## config.mk

```make
export PLATFORM = sky130hd
export DESIGN_NAME = i2c_master_byte_engine_top
export DESIGN_NICKNAME = d
export VERILOG_FILES = /design/src/hw/rtl/i2c_mbe_pkg.sv /design/src/hw/rtl/i2c_mbe_core.sv /design/src/hw/rtl/i2c_master_byte_engine_top.sv
export VERILOG_INCLUDE_DIRS = /design/src /design/src/hw/rtl
export SDC_FILE = /design/constraint.sdc
export NUM_CORES = 1
export LEC_CHECK = 0
export ABC_AREA = 1
export BUFFER_PORTS_ARGS = -buffer_cell sky130_fd_sc_hd__buf_4
export CAP_MARGIN = 10
export CORE_UTILIZATION = 35
export DETAILED_ROUTE_END_ITERATION = 10
export PLACE_DENSITY = 0.53
export SLEW_MARGIN = 20
export SYNTH_ARGS = -nofsm -noshare
export SYNTH_HDL_FRONTEND = slang
export SYNTH_SLANG_ARGS = --single-unit
export TNS_END_PERCENT = 5
```

## constraint.sdc

```tcl
create_clock -name clk -period 7.1 [get_ports clk]
set_input_delay 1.42 -clock clk [delete_from_list [all_inputs] [get_ports clk]]
set_output_delay 1.42 -clock clk [all_outputs]
set_load 0.05 [all_outputs]
```

## src/hw/rtl/i2c_master_byte_engine_top_defines.svh

```systemverilog
// ---------------------------------------------------------------------------
// i2c_master_byte_engine_top_defines
// Assertion macros shared by the I2C master byte engine RTL.
// ---------------------------------------------------------------------------
`ifndef I2C_MASTER_BYTE_ENGINE_TOP_DEFINES_SVH
`define I2C_MASTER_BYTE_ENGINE_TOP_DEFINES_SVH

// Same-cycle implication, sampled on clk, off while in reset.
`define MBE_ASSERT_NOW(label, ante, cons, msg) \
    label: assert property (@(posedge clk) disable iff (!rst_n) (ante) |-> (cons)) \
        else $error(msg);

// Next-cycle implication, sampled on clk, off while in reset.
`define MBE_ASSERT_NEXT(label, ante, cons, msg) \
    label: assert property (@(posedge clk) disable iff (!rst_n) (ante) |=> (cons)) \
        else $error(msg);

`endif

```

## src/hw/rtl/i2c_mbe_pkg.sv

```systemverilog
// ---------------------------------------------------------------------------
// i2c_mbe_pkg
// Types and constants for the I2C master byte engine.
// ---------------------------------------------------------------------------
package i2c_mbe_pkg;

    localparam logic [2:0] OP_NONE  = 3'd0;
    localparam logic [2:0] OP_START = 3'd1;
    localparam logic [2:0] OP_STOP  = 3'd2;
    localparam logic [2:0] OP_WRITE = 3'd3;
    localparam logic [2:0] OP_READ  = 3'd4;

    localparam logic [7:0]  MSB_MASK       = 8'h80;
    localparam logic [3:0]  BITS_PER_BYTE  = 4'd8;
    localparam logic [15:0] HALF_PERIOD_RST = 16'd10;

    typedef enum logic [3:0] {
        PH_IDLE    = 4'd0,
        PH_SEQ_A   = 4'd1,
        PH_SEQ_B   = 4'd2,
        PH_SEQ_C   = 4'd3,
        PH_W_DATA  = 4'd4,
        PH_W_HIGH  = 4'd5,
        PH_W_LOW   = 4'd6,
        PH_WA_REL  = 4'd7,
        PH_WA_HIGH = 4'd8,
        PH_WA_LOW  = 4'd9,
        PH_R_HIGH  = 4'd10,
        PH_R_LOW   = 4'd11,
        PH_RA_HIGH = 4'd12,
        PH_RA_LOW  = 4'd13
    } phase_t;

    typedef struct packed {
        logic [2:0] op;
        logic [7:0] tx_byte;
        logic       send_nack;
        logic       sda_in;
    } in_item_t;

    typedef struct packed {
        logic       scl_drive_low;
        logic       sda_drive_low;
        logic       busy_res;
        logic       done_res;
        logic [7:0] rx_byte;
        logic       ack_bit;
    } out_item_t;

endpackage

```

## src/hw/rtl/i2c_mbe_core.sv

```systemverilog
// ---------------------------------------------------------------------------
// i2c_mbe_core
// Bus phase sequencer: holds the engine state, advances it by one tick per
// strobe and presents the resulting pin drive and status word.
// ---------------------------------------------------------------------------
`include "i2c_master_byte_engine_top_defines.svh"

module i2c_mbe_core (
    input  logic                  clk,
    input  logic                  rst_n,
    input  logic                  adv,
    input  i2c_mbe_pkg::in_item_t item,
    input  logic [15:0]           half_period,
    output i2c_mbe_pkg::out_item_t res
);
    import i2c_mbe_pkg::*;

    phase_t      phase_reg, phase_next;
    logic [2:0]  cmd_reg, cmd_next;
    logic [15:0] tick_reg, tick_next;
    logic [3:0]  bit_reg, bit_next;
    logic [7:0]  shift_reg, shift_next;
    logic [7:0]  rx_reg, rx_next;
    logic        ack_reg, ack_next;
    logic        nack_reg, nack_next;
    logic        scl_reg, scl_next;
    logic        sda_reg, sda_next;

    logic [15:0] hp;
    logic [16:0] tick_inc;
    logic        is_idle;
    logic        phase_end;
    logic        cmd_ok;
    logic [3:0]  bit_inc;
    logic        more_bits;

    // zero period behaves as one tick
    assign hp        = (half_period == 16'd0) ? 16'd1 : half_period;
    assign tick_inc  = {1'b0, tick_reg} + 17'd1;
    assign is_idle   = (phase_reg == PH_IDLE);
    assign phase_end = !is_idle && (tick_inc >= {1'b0, hp});
    assign bit_inc   = bit_reg + 4'd1;
    assign more_bits = (bit_inc < BITS_PER_BYTE);

    always_comb
    begin
        case (item.op)
            OP_START, OP_STOP, OP_WRITE, OP_READ: cmd_ok = 1'b1;
            default:                              cmd_ok = 1'b0;
        endcase
    end

    // next phase
    always_comb
    begin
        phase_next = phase_reg;
        if (adv)
        begin
            if (is_idle)
            begin
                if (cmd_ok)
                begin
                    case (item.op)
                        OP_START, OP_STOP: phase_next = PH_SEQ_A;
                        OP_WRITE:          phase_next = PH_W_DATA;
                        default:           phase_next = PH_R_HIGH;
                    endcase
                end
            end
            else if (phase_end)
            begin
                case (phase_reg)
                    PH_SEQ_A:   phase_next = PH_SEQ_B;
                    PH_SEQ_B:   phase_next = PH_SEQ_C;
                    PH_W_DATA:  phase_next = PH_W_HIGH;
                    PH_W_HIGH:  phase_next = PH_W_LOW;
                    PH_W_LOW:   phase_next = more_bits ? PH_W_DATA : PH_WA_REL;
                    PH_WA_REL:  phase_next = PH_WA_HIGH;
                    PH_WA_HIGH: phase_next = PH_WA_LOW;
                    PH_R_HIGH:  phase_next = PH_R_LOW;
                    PH_R_LOW:   phase_next = more_bits ? PH_R_HIGH : PH_RA_HIGH;
                    PH_RA_HIGH: phase_next = PH_RA_LOW;
                    default:    phase_next = PH_IDLE;
                endcase
            end
        end
    end

    // datapath and pin levels
    always_comb
    begin
        cmd_next   = cmd_reg;
        tick_next  = tick_reg;
        bit_next   = bit_reg;
        shift_next = shift_reg;
        rx_next    = rx_reg;
        ack_next   = ack_reg;
        nack_next  = nack_reg;
        scl_next   = scl_reg;
        sda_next   = sda_reg;
        if (adv)
        begin
            if (is_idle)
            begin
                if (cmd_ok)
                begin
                    tick_next = 16'd0;
                    bit_next  = 4'd0;
                    cmd_next  = item.op;
                    case (item.op)
                        OP_START:
                        begin
                            sda_next = 1'b0;
                            scl_next = 1'b0;
                        end
                        OP_STOP:
                        begin
                            sda_next = 1'b1;
                        end
                        OP_WRITE:
                        begin
                            sda_next   = ((item.tx_byte & MSB_MASK) == 8'd0);
                            shift_next = {item.tx_byte[6:0], 1'b0};
                        end
                        default:
                        begin
                            nack_next  = item.send_nack;
                            shift_next = 8'd0;
                            sda_next   = 1'b0;
                            scl_next   = 1'b0;
                        end
                    endcase
                end
            end
            else if (phase_end)
            begin
                tick_next = 16'd0;
                case (phase_reg)
                    PH_SEQ_A:
                    begin
                        if (cmd_reg == OP_START)
                            sda_next = 1'b1;
                        else
                            scl_next = 1'b0;
                    end
                    PH_SEQ_B:
                    begin
                        if (cmd_reg == OP_START)
                            scl_next = 1'b1;
                        else
                            sda_next = 1'b0;
                    end
                    PH_W_DATA:  scl_next = 1'b0;
                    PH_W_HIGH:  scl_next = 1'b1;
                    PH_W_LOW:
                    begin
                        bit_next = bit_inc;
                        if (more_bits)
                        begin
                            sda_next   = ((shift_reg & MSB_MASK) == 8'd0);
                            shift_next = {shift_reg[6:0], 1'b0};
                        end
                        else
                        begin
                            sda_next = 1'b0;
                        end
                    end
                    PH_WA_REL:  scl_next = 1'b0;
                    PH_WA_HIGH:
                    begin
                        ack_next = item.sda_in;
                        scl_next = 1'b1;
                    end
                    PH_R_HIGH:
                    begin
                        shift_next = {shift_reg[6:0], item.sda_in};
                        scl_next   = 1'b1;
                    end
                    PH_R_LOW:
                    begin
                        bit_next = bit_inc;
                        scl_next = 1'b0;
                        if (!more_bits)
                        begin
                            rx_next  = shift_reg;
                            sda_next = !nack_reg;
                        end
                    end
                    PH_RA_HIGH: scl_next = 1'b1;
                    default:    cmd_next = OP_NONE;
                endcase
            end
            else
            begin
                tick_next = tick_inc[15:0];
            end
        end
    end

    always_comb
    begin
        res.scl_drive_low = scl_next;
        res.sda_drive_low = sda_next;
        res.busy_res      = (phase_next != PH_IDLE);
        res.done_res      = adv && phase_end && (phase_next == PH_IDLE);
        res.rx_byte       = rx_next;
        res.ack_bit       = ack_next;
    end

    always_ff @(posedge clk or negedge rst_n)
    begin
        if (!rst_n)
        begin
            phase_reg <= PH_IDLE;
            cmd_reg   <= OP_NONE;
            tick_reg  <= 16'd0;
            bit_reg   <= 4'd0;
            shift_reg <= 8'd0;
            rx_reg    <= 8'd0;
            ack_reg   <= 1'b1;
            nack_reg  <= 1'b0;
            scl_reg   <= 1'b0;
            sda_reg   <= 1'b0;
        end
        else
        begin
            phase_reg <= phase_next;
            cmd_reg   <= cmd_next;
            tick_reg  <= tick_next;
            bit_reg   <= bit_next;
            shift_reg <= shift_next;
            rx_reg    <= rx_next;
            ack_reg   <= ack_next;
            nack_reg  <= nack_next;
            scl_reg   <= scl_next;
            sda_reg   <= sda_next;
        end
    end

    `MBE_ASSERT_NOW(a_done_not_busy, res.done_res, !res.busy_res, "done while still busy")
    `MBE_ASSERT_NOW(a_bit_range, 1'b1, bit_reg <= BITS_PER_BYTE, "bit index past byte end")
    `MBE_ASSERT_NEXT(a_idle_holds, is_idle && !adv, phase_reg == PH_IDLE, "left idle without a tick")

endmodule

```

## src/hw/rtl/i2c_master_byte_engine_top.sv

```systemverilog
// ---------------------------------------------------------------------------
// i2c_master_byte_engine_top
// Open-drain I2C master stepped one tick per input word.
// ---------------------------------------------------------------------------
// Each input word is one tick: a command (start, stop, write byte, read
// byte) plus the SDA sample for that tick; each one yields exactly one
// output word with the pin drive, busy/done flags, last read byte and last
// write ACK. One word is taken every clock while out_ready is high: the tick
// passes an input register, one pass of the phase sequencer, and an output
// register, where the word's result is presented and can be taken when
// out_ready is high. Throughput drops only when out_ready is held low. The
// half-period register is to be written through cfg_valid/cfg_data only while
// no tick word is in flight; the block itself does not enforce this.
`include "i2c_master_byte_engine_top_defines.svh"

module i2c_master_byte_engine_top (
    input  logic                   clk,
    input  logic                   rst_n,
    input  logic                   in_valid,
    output logic                   in_ready,
    input  i2c_mbe_pkg::in_item_t  in_data,
    output logic                   out_valid,
    input  logic                   out_ready,
    output i2c_mbe_pkg::out_item_t out_data,
    input  logic                   cfg_valid,
    output logic                   cfg_ready,
    input  logic [15:0]            cfg_data
);
    import i2c_mbe_pkg::*;

    logic        in_valid_reg;
    in_item_t    in_data_reg;
    logic        out_valid_reg;
    out_item_t   out_data_reg;
    logic [15:0] half_period_reg;
    logic        adv;
    out_item_t   step_res;

    // move the held tick into the output stage when that stage frees up
    assign adv       = in_valid_reg && (!out_valid_reg || out_ready);
    assign in_ready  = !in_valid_reg || adv;
    assign out_valid = out_valid_reg;
    assign out_data  = out_data_reg;
    assign cfg_ready = 1'b1;

    i2c_mbe_core u_core (
        .clk         (clk),
        .rst_n       (rst_n),
        .adv         (adv),
        .item        (in_data_reg),
        .half_period (half_period_reg),
        .res         (step_res)
    );

    always_ff @(posedge clk or negedge rst_n)
    begin
        if (!rst_n)
        begin
            half_period_reg <= HALF_PERIOD_RST;
        end
        else if (cfg_valid && cfg_ready)
        begin
            half_period_reg <= cfg_data;
        end
    end

    always_ff @(posedge clk or negedge rst_n)
    begin
        if (!rst_n)
        begin
            in_valid_reg <= 1'b0;
        end
        else if (in_ready)
        begin
            in_valid_reg <= in_valid;
        end
    end

    always_ff @(posedge clk)
    begin
        if (in_valid && in_ready)
        begin
            in_data_reg <= in_data;
        end
    end

    always_ff @(posedge clk or negedge rst_n)
    begin
        if (!rst_n)
        begin
            out_valid_reg <= 1'b0;
        end
        else if (adv)
        begin
            out_valid_reg <= 1'b1;
        end
        else if (out_ready)
        begin
            out_valid_reg <= 1'b0;
        end
    end

    always_ff @(posedge clk)
    begin
        if (adv)
        begin
            out_data_reg <= step_res;
        end
    end

    `MBE_ASSERT_NEXT(a_adv_fills_out, adv, out_valid_reg, "stepped word not presented")
    `MBE_ASSERT_NEXT(a_held_tick_kept, in_valid_reg && !adv, in_valid_reg && $stable(in_data_reg), "held tick lost")
    `MBE_ASSERT_NOW(a_in_ready_when_free, !in_valid_reg, in_ready, "input stage empty but not ready")

endmodule

```

# == Yosys cells after proc, flatten, opt, wreduce, memory -nomap -nowiden ==
# Cells that the tools add are included.
# word_totals
register_bits,91
input_bits,34
word_cells,137
# classes
add_sub_neg,2
order_cmp,2
eq_ne,19
muxes,56
n_bitwise,1
reduce_logical,34
# op_table
op,count
$mux W8,9
$mux W16,4
$pmux W4 S10,1
$mux W4,8
$pmux W8 S2,2
$mux W1,22
$add A16 B1 Y17 const B,1
$ge A17 B16 Y1,1
$eq A4 B3 Y1 const B,4
$eq A4 B4 Y1 const B,4
$logic_not A16 Y1,1
$logic_not A8 Y1,2
$mux W3,5
$reduce_and A4 Y1,3
$reduce_or A10 Y1,1
$logic_not A4 Y1,2
$pmux W1 S4,2
$pmux W4 S2,1
$reduce_or A4 Y1,2
$eq A3 B1 Y1 const B,2
$eq A3 B2 Y1 const B,2
$reduce_and A6 Y1,1
$reduce_bool A2 Y1,3
$reduce_or A2 Y1,3
other kinds (18),28

# == Depth between registers and ports, before layout ==
# Gate-level depths: netlist (run 1).
# logic_depth
depth_word,9
depth_mapped,24

# == Hierarchy ==
# A second synthesis (run 1) with hierarchy kept.
# unflattened
hier_cells,547
area_unflattened_um2,4963.5
# modules_own_cells
module,n_inst,cells_per_inst,area_per_inst_um2,seq_area_each_um2
i2c_mbe_core,1,440,3429.5,1177.4
i2c_master_byte_engine_top,1,107,1534.0,1233.7

# == Worst setup path after synthesis (run 1) ==
# No wires, ideal clock.
# synth_timing
path_type,input-to-output
from,input port out_ready
to,output port in_ready
arrival_time_ns,1.880
t_required_ns,5.680
slack_ns,3.800
path_stages,2
n_path_buf,0
path_cell_list,inv_1 nand3_1
# synth_between
elab_chain_len,3
# synth_lines
element,line_no,source
from (decl),i2c_master_byte_engine_top.sv:23,"input logic out_ready,"
$logic_or A1 B1 Y1,i2c_master_byte_engine_top.sv:40,assign adv = in_valid_reg && (!out_valid_reg || out_ready);
$logic_and A1 B1 Y1,i2c_master_byte_engine_top.sv:40,
$logic_or A1 B1 Y1,i2c_master_byte_engine_top.sv:41,assign in_ready = !in_valid_reg || adv;
to (decl),i2c_master_byte_engine_top.sv:20,"output logic in_ready,"
# No other way between the ends.

# == Worst setup path after layout (run 1) ==
# layout_timing
from,register u_core.tick_reg[0]
to,register u_core.tick_reg[14]
# layout_between
elab_chain_len,5
# layout_lines
element,line_no,source
from (decl),i2c_mbe_core.sv:20,"logic [15:0] tick_reg, tick_next;"
from (signal assigned),i2c_mbe_core.sv:229,tick_reg <= tick_next;
$add A16 B1 Y17 *,i2c_mbe_core.sv:39,"assign tick_inc = {1'b0, tick_reg} + 17'd1;"
$ge A17 B16 Y1,i2c_mbe_core.sv:41,"assign phase_end = !is_idle && (tick_inc >= {1'b0, hp});"
$logic_and A1 B1 Y1,i2c_mbe_core.sv:41,
$mux W16 *,i2c_mbe_core.sv:135,else if (phase_end)
$mux W16 *,i2c_mbe_core.sv:103,if (is_idle)
# Mark *: on every way between the ends. The rest lies on a longest branch, timed or not.
# A chain may end at the register's enable or synchronous reset.

==> results of run 1 <==
cell families (layout without fill, tap and decap cells):
family | Yosys count | after routing | share of synthesized area
compound gates | 93 | 93 | 0.120
xor+xnor | 15 | 15 | 0.0277
fa+ha+maj | 18 | 18 | 0.0475
buf+inv | 95 | 149 | 0.0829
flops | 91 | 91 | 0.508
mux | 1 | 1 | 0.00237
other cells | 1 | 1 | 0.000791
simple gates | 216 | 216 | 0.210
cell type report:
cell class              instances  area, um^2
multi-input cells             344        1940
fillers                      1307        7710
clock buffers                   9         225
well taps                     176         220
clock inverters                 7        57.6
inverters                      85         322
flip-flops and latches         91        2410
repair buffers                 48         360
critical path: stages, from the launching register on:
cell and delay, ns:
dfrtp_1 0.42, nand3_1 0.14, nor2_1 0.19, nand3_1 0.18, nor2_1 0.20, nand4_1 0.19
nor3_2 0.17, xor2_1 0.20, inv_1 0.06, ha_1 0.32, nand4_1 0.10, nor2_1 0.04
nand2_1 0.06, nand3_1 0.07, nor2_1 0.21, nand2_4 0.13, nor2_2 0.36, inv_1 0.29
o22ai_1 0.19
metal layers:
| metal | GRT usage | wire [um] |
|---|---|---|
| met3 | 0.0217 | 398 |
| met5 | 0 | 0 |
| met1 | 0.215 | 4950 |
| met2 | 0.234 | 4500 |
| met4 | 0.0791 | 217 |
power by group:
group	internal, mW	switching (mW)
clock network	0.244	0.222
registers	0.679	0.0722
logic	0.239	0.506
how the worst max path moves through the flow:
stage	start	end	slack, ns	depth (start not counted)
3_5_place_dp	u_core.tick_reg[2]	u_core.tick_reg[10]	3.54	18
2_1_floorplan	out_ready	in_ready	3.80	2
4_1_cts	u_core.tick_reg[2]	u_core.tick_reg[14]	3.52	18
3_3_place_gp	u_core.tick_reg[0]	out_data[1]	3.61	18
5_1_grt	u_core.tick_reg[0]	out_data[8]	3.00	20
6_report	u_core.tick_reg[0]	u_core.tick_reg[14]	3.49	18
cell usage in the layout (no fill, tap or decap), types with 8 or more instances in the layout:
cell type	synthesis	final
xor2_1	15	15
o21ai_1	18	18
ha_1	18	18
o21ai_0	35	35
nor3_1	8	8
nand3_1	29	29
clkbuf_16	0	9
nor2_1	25	25
inv_1	79	79
dfrtp_1	62	62
nand4_1	9	9
buf_4	1	48
nand2_1	124	124
edfxtp_1	26	26
a21oi_1	10	10
==> results.cfg, run 1 <==
[floorplanning]
die_x_um = 118
io_pins = 50
initial_core_util = 0.358
fp-row-count = 42
core-area_um2 = 13200
die_area_um2 = 14000
die_h_um = 118

[hold_path]
hold_depth = 2
hold_path.startpoint = u_core.rx_reg[1]
worstHoldEndpoint = u_core.rx_reg[1]
hp-class = flop to flop

[timing]
max_freq_mhz = 277
finClkSkew_ns = 0.00727
layout_min_cycle_time_ns = 3.61
worst_slack_ns = 3.49
slew_viol_final = 0
period_share = 0.508
rsz0062_at_grt = no
relSlewSlack = 0.439
hold-worst-slack_ns = 0.467
finalHoldViolCount = 0
finalSetupTns_ns = 0
tightest_slew_ns = 0.842
finalSetupViolCount = 0

[critical_path]
r2r-end = u_core.tick_reg[14]
crit_fanout = 9
critPathCaptureType = flop
worst-endpoint-required_ns = 7.36
r2r-start = u_core.tick_reg[0]
path_class = flop to flop
reg2reg_setup_slack_ns = 3.49
start_kind = flop
arrival_ns = 3.87
worstRegToRegCells = 18

[clocking]
post_cts.repair.setup_buffers = 0
htreeDepth = 3
cts_root_buffer = clkbuf_16
cts.sinks = 91
clkSlewWorstSetupHoldPaths_ns = 0.07
cts_tree = yes
cts.repair.resized = 0
clk_latency_ns = 0.35
cts_hold_buffers = 0
cts_buffers = 9
cts_buffer_depth = 2

[global_route]
grt_pass1_vias = 3414
grt_pass1_wl_mm = 16.9
overflow = 0
gr-usage-all-layers = 0.154
antenna_found_initial = 0
grt_max_degree = 66

[pwr]
finalPower_mw = 1.96
power.leakage_nw = 2.64
ir_drop_v = 0.000160
p_per_area_nw_per_um2 = 354

[layout]
final_cell_count_no_fill = 760
antenna_cells = 0
syn_to_final_growth_pct = 16.7
nets = 631
drive_gt1_frac = 0.176
design_area_um2 = 5530
fin_util = 0.418

[synthesis]
ys.flop_type = dfrtp_1
synth.area.top_cells = dfrtp_1 (33%), edfxtp_1 (16%), nand2_1 (9.8%), inv_1 (6.3%), ha_1 (4.7%)
synth-edff-count = 26
syn_area_per_cell_um2 = 8.95
yosysSeqAreaShare = 0.508
async_flop_share = 0.714
netlist_instances = 530
ys_types = 44
syn_area_um2 = 4740
synth_common_cells = nand2_1 (124), inv_1 (79), dfrtp_1 (62), o21ai_0 (35), nand3_1 (29)
postSynthRegisterBits = 91
yosysTopAreaCell = dfrtp_1
yosys_warnings = 0
synth.most_common_cell = nand2_1
syn-num-nets = 582
synth_top_area_share = 0.327

[place]
port_buffers = 48
place_area_um2 = 5250
pre_cts_ws_ns = 3.54
gp_congestion = 0.883
placedCellCount = 744
dp_hpwl_mm = 7.28

[outcome]
outcome = finished, final reports clean

[detailed_routing]
viasPerCell = 4.79
antenna_left = 0
drt_iter0_markers = 234
post-route-drc-count = 0
vias = 3640
wl_per_cell_um = 13.2
firstDrtPassIters = 5
totalWireLength_mm = 10.1

[run]
cap_violations = 0
(Power assumes the default switching activity.)
==> run 2, diff against run 1 <==
ABC_AREA = 0   (was 1)
PLACE_DENSITY = 0.55   (was 0.53)
clock period = 3.3 ns   (was 7.1 ns; I/O delays follow)
==> results.cfg, run 2 <==
[clocking]
clkSlewWorstSetupHoldPaths_ns = 0.06
htreeDepth = 3
cts.sinks = 91
cts_hold_buffers = 0
cts_buffer_depth = 2
cts_tree = yes
cts_buffers = 9
clk_latency_ns = 0.35
cts_root_buffer = clkbuf_16

[critical_path]
cpLargestDelayFamily = simple AND/OR/NAND/NOR gates
start_kind = flop
critPathCaptureType = flop
arrival_ns = 3.68
r2r-start = u_core.tick_reg[0]
crit_buf_inv = 1
crit_fanout = 6
worstRegToRegCells = 13
worst-endpoint-required_ns = 3.40
path_class = flop to flop
reg2reg_setup_slack_ns = -0.29
r2r-end = out_data[10]
cp_slowest_cell = or4_4
critPathMaxStageDelay_ns = 0.44
crit_chain = ha_2, and4_4, and3_4, nand3_4, xnor2_2, ha_1, nand3_2, or4_4, o211ai_4, buf_6, mux2i_1, a221o_1, or3_1

[global_route]
grt_max_degree = 66
grt_pass1_wl_mm = 17.6
antenna_found_initial = 0
gr-usage-all-layers = 0.171
overflow = 0
grt_pass1_vias = 3480

[timing]
worst_slack_ns = -0.288
finalSetupViolCount = 29
hold-worst-slack_ns = 0.433
max_freq_mhz = 279
period_share = 1.09
slew_viol_final = 0
layout_min_cycle_time_ns = 3.59
rsz0062_at_grt = yes
finalHoldViolCount = 0
tightest_slew_ns = 0.876
relSlewSlack = 0.416
finClkSkew_ns = 0.0111

[layout]
multi_input_area_um2 = 2240
design_area_um2 = 6040
mostFrequentLayoutCells = buf_4 (94), dfrtp_1 (62), nand2_1 (41), o21ai_0 (33), edfxtp_1 (26)
fin_util = 0.473
final_cell_count_no_fill = 699
layout_commonest_cell = buf_4
syn_to_final_growth_pct = 30.1
nets = 574
nFillCells = 1171
drive_gt1_frac = 0.321
antenna_cells = 0
regArea_um2 = 2410

[detailed_routing]
wl_per_cell_um = 15.5
firstDrtPassIters = 5
antenna_left = 0
vias = 3548
drt_iter0_markers = 167
totalWireLength_mm = 10.8
viasPerCell = 5.08
post-route-drc-count = 0

[floorplanning]
fp-row-count = 41
die_x_um = 117
die_h_um = 117
io_pins = 50
initial_core_util = 0.363
die_area_um2 = 13700
core-area_um2 = 12800

[place]
dp_hpwl_mm = 7.55
placedCellCount = 676
place_area_um2 = 5540
port_buffers = 48
gp_congestion = 0.850

[synthesis]
synth.most_common_cell = dfrtp_1
ys_types = 62
syn_area_per_cell_um2 = 10.7
ys.flop_type = dfrtp_1
synth_top_area_share = 0.334
syn_area_um2 = 4640
yosysSeqAreaShare = 0.520
syn-num-nets = 487
yosysTopAreaCell = dfrtp_1
synth_common_cells = dfrtp_1 (62), nand2_1 (41), o21ai_0 (36), edfxtp_1 (26), inv_1 (24)
yosys_warnings = 0
synth.area.top_cells = dfrtp_1 (33%), edfxtp_1 (17%), ha_1 (4.9%), mux2_2 (4.6%), o21ai_0 (3.9%)
netlist_instances = 435
postSynthRegisterBits = 91
async_flop_share = 0.714
synth-edff-count = 26

[outcome]
failed_checks = negative setup slack
outcome = finished with violations

[pwr]
p_per_area_nw_per_um2 = 466
power.leakage_nw = 2.66
finalPower_mw = 2.81
ir_drop_v = 0.000249

[hold_path]
hp-class = input pin to async pin

[run]
cap_violations = 0
run 2: how the worst max path moves through the flow:
stage,from,end,slack [ns],depth (start not counted)
floorplan,u_core.tick_reg[0],out_data[1],-0.28,12
global placement,u_core.tick_reg[1],out_data[0],-0.33,12
detailed placement,u_core.tick_reg[5],u_core.tick_reg[12],-0.40,16
CTS,u_core.tick_reg[1],out_data[10],-0.18,13
global route,u_core.tick_reg[0],out_data[10],-0.41,13
finish,u_core.tick_reg[0],out_data[10],-0.29,13
run 2: what timing repair did:
| action | 4_1_cts | 5_1_grt |
|---|---|---|
| endpoints found under the setup margin | 45 | 54 |
| endpoints found under the hold margin | 0 | 0 |
| pin swaps | 11 | 6 |
| setup buffers | 4 | 3 |
| gates resized for setup | 15 | 18 |
run 2: metrics by stage:
step | setup TNS (ns) | setup slack, ns
2_1_floorplan | -3.51 | -0.278
3_3_place_gp | -6.10 | -0.326
3_5_place_dp | -11.00 | -0.404
4_1_cts | -2.24 | -0.182
5_1_grt | -8.89 | -0.411
6_report | -4.36 | -0.288
run 2: area by class of cell:
class                   count  share of cell area
flip-flops and latches     91               0.399
multi-input cells         297               0.371
repair buffers             99               0.131
clock buffers              11              0.0385
well taps                 172              0.0356
inverters                  24              0.0149
clock inverters             5             0.00995
run 2: where the power goes:
group	internal [mW]	leakage [nW]	switching (mW)	total, mW
Clock	0.592	0.141	0.440	1.03
Combinational	0.223	1.43	0.275	0.499
Sequential	1.23	1.09	0.0512	1.28
run 2: cell families (layout without fill, tap and decap cells):
| family | Yosys count | after routing | share of synthesized area |
|---|---|---|---|
| simple gates | 131 | 131 | 0.146 |
| fa+ha+maj | 18 | 18 | 0.0485 |
| compound gates | 107 | 107 | 0.155 |
| other cells | 1 | 1 | 0.000808 |
| flops | 91 | 91 | 0.520 |
| xor+xnor | 19 | 19 | 0.0375 |
| mux | 21 | 21 | 0.0504 |
| buf+inv | 47 | 139 | 0.0426 |
run 2: layer usage:
layer	track usage	vias up	wire [um]
li1	-	1757	-
met1	0.235	1712	5200
met2	0.268	69	5070
met3	0.0391	10	433
met4	0.0565	0	111
met5	0	-	0
==> run 3, diff against run 2 <==
CTS_BUF_LIST = sky130_fd_sc_hd__clkbuf_8   (was default)
MAX_ROUTING_LAYER = met4   (was default)
==> results.cfg, run 3 (same netlist as run 2, synthesis figures left out) <==
[global_route]
grt_pass1_wl_mm = 17.9
grt_max_degree = 66
use_met2 = 0.273
grtUsageMet3 = 0.0396
grt_util_met1 = 0.238
grt_pass1_vias = 3546
antenna_found_initial = 0
overflow = 0
busiest_layer = met2
gr-usage-all-layers = 0.179

[layout]
nets = 572
regArea_um2 = 2410
layout_commonest_cell = buf_4
final_cell_count_no_fill = 697
syn_to_final_growth_pct = 26.6
antenna_cells = 0
mostFrequentLayoutCells = buf_4 (92), dfrtp_1 (62), nand2_1 (41), o21ai_0 (33)
drive_gt1_frac = 0.309
design_area_um2 = 5870
multi_input_area_um2 = 2210
nFillCells = 1195

[critical_path]
critPathMaxStageDelay_ns = 0.44
r2r-end = out_data[10]
path_class = flop to flop
critPathCaptureType = flop
r2r-start = u_core.tick_reg[0]
crit_path_start = u_core.tick_reg[0]
crit_chain = ha_2, and4_4, and3_4, nand3_4, xnor2_2, ha_1, nand3_2, or4_4, o211ai_4, buf_6, mux2i_1, a221o_1, or3_1
reg2reg_setup_slack_ns = -0.23
crit_fanout = 5
worstRegToRegCells = 13
worst-endpoint-required_ns = 3.42
cp_slowest_cell = or4_4
worst_setup_path_endpoint = out_data[10]
start_kind = flop
arrival_ns = 3.64

[clocking]
cts.sinks = 91
cts_root_buffer = clkbuf_8
cts_tree = yes
cts_buffer_depth = 2
htreeDepth = 3
clkSlewWorstSetupHoldPaths_ns = 0.09
cts_buffers = 9
clk_latency_ns = 0.37

[timing]
finClkSkew_ns = 0.0147
period_share = 1.07
max_freq_mhz = 283
tightest_slew_ns = 0.870
slew_viol_final = 0
layout_min_cycle_time_ns = 3.53
finalHoldViolCount = 0
hold-worst-slack_ns = 0.392
rsz0062_at_grt = yes
relSlewSlack = 0.420
finalSetupViolCount = 28
worst_slack_ns = -0.228
finalSetupTns_ns = -2.39

[pwr]
ir_drop_v = 0.000228
p_per_area_nw_per_um2 = 418
clockPowerShare = 0.275
comb_power_share = 0.201
power.leakage_nw = 2.59
intPower_mw = 1.72
seq_power_share = 0.524
swShare = 0.299
switchingPower_mw = 0.735

[floorplanning]
core-area_um2 = 12800
die_x_um = 117
fp-row-count = 41
initial_core_util = 0.363
die_h_um = 117
die_area_um2 = 13700
io_pins = 50

[detailed_routing]
totalWireLength_mm = 10.8
post-route-drc-count = 0
firstDrtPassIters = 4
drt_iter0_markers = 203
wl_per_cell_um = 15.5
viasPerCell = 5.14
antenna_left = 0
vias = 3582

[place]
dp_hpwl_mm = 7.61
port_buffers = 48
place_area_um2 = 5530
placedCellCount = 675
gp_congestion = 0.850
pre_cts_ws_ns = -0.395

[run]
cap_violations = 0

[outcome]
failed_checks = negative setup slack
outcome = finished with violations

[hold_path]
hp-class = input pin to async pin
==> run 3: cell count changes in the layout (fill, tap and decap cells not counted), moves of 2 or more <==
cell,before,now
clkbuf_16,9,0
buf_4,94,92
clkinvlp_4,1,3
inv_1,24,26
clkbuf_8,0,9
clkbuf_1,2,0
==> run 3: worst min-delay path by stage <==
stage | endpoint | slack (ns) | cells past startpoint
after floorplan | half_period_reg[0] | 0.36 | 0
after global placement | u_core.nack_reg | 0.47 | 1
after detailed placement | u_core.nack_reg | 0.47 | 1
after CTS | u_core.phase_reg[1] | 0.43 | 1
after global routing | in_data_reg[8] | 0.43 | 1
final | u_core.phase_reg[1] | 0.39 | 1
==> run 3: layer usage <==
metal | routed length (um) | share of wire
met2 | 5000 | 0.46
met1 | 5240 | 0.49
met5 | 0 | 0
met4 | 109 | 0.010
met3 | 443 | 0.041
==> run 3: timing repair <==
item | CTS | global route
pin swaps | 14 | 6
resized for setup | 20 | 8
setup buffers | 5 | 1
hold buffers | 0 | 0
setup endpoints to repair | 47 | 42
==> run 3: cell type report <==
cell class,instances,area share
well taps,172,0.0367
inverters,24,0.0153
multi-input cells,297,0.377
clock inverters,7,0.00810
repair buffers,97,0.132
clock buffers,9,0.0211
flip-flops and latches,91,0.411
==> run 3: power by group through the flow <==
stage                     combinational (mW)  sequential [mW]  clock, mW
after CTS                              0.498             1.28      0.708
after detailed placement               0.480             1.30          0
after floorplan                        0.251             1.33          0
final                                  0.493             1.29      0.675
after global placement                 0.473             1.30          0
after global routing                   0.549             1.30      0.753
==> run 3: critical path: cells and delay by family, from the launching register on <==
family / cells / cell delay (ns)
AOI/OAI and AO/OA: 2 / 0.56
xor gates and xnor gates: 1 / 0.16
adders and majority gates: 2 / 0.51
buffers and inverters: 1 / 0.17
DFF: 1 / 0.39
muxes: 1 / 0.07
and+or+nand+nor: 6 / 1.42
==> run 3: metrics by stage <==
step / utilization / power, mW
floorplan: - / 1.58
global placement: 0.433 / 1.77
detailed placement: 0.433 / 1.78
CTS: 0.457 / 2.49
global route: 0.460 / 2.60
finish: 0.460 / 2.46
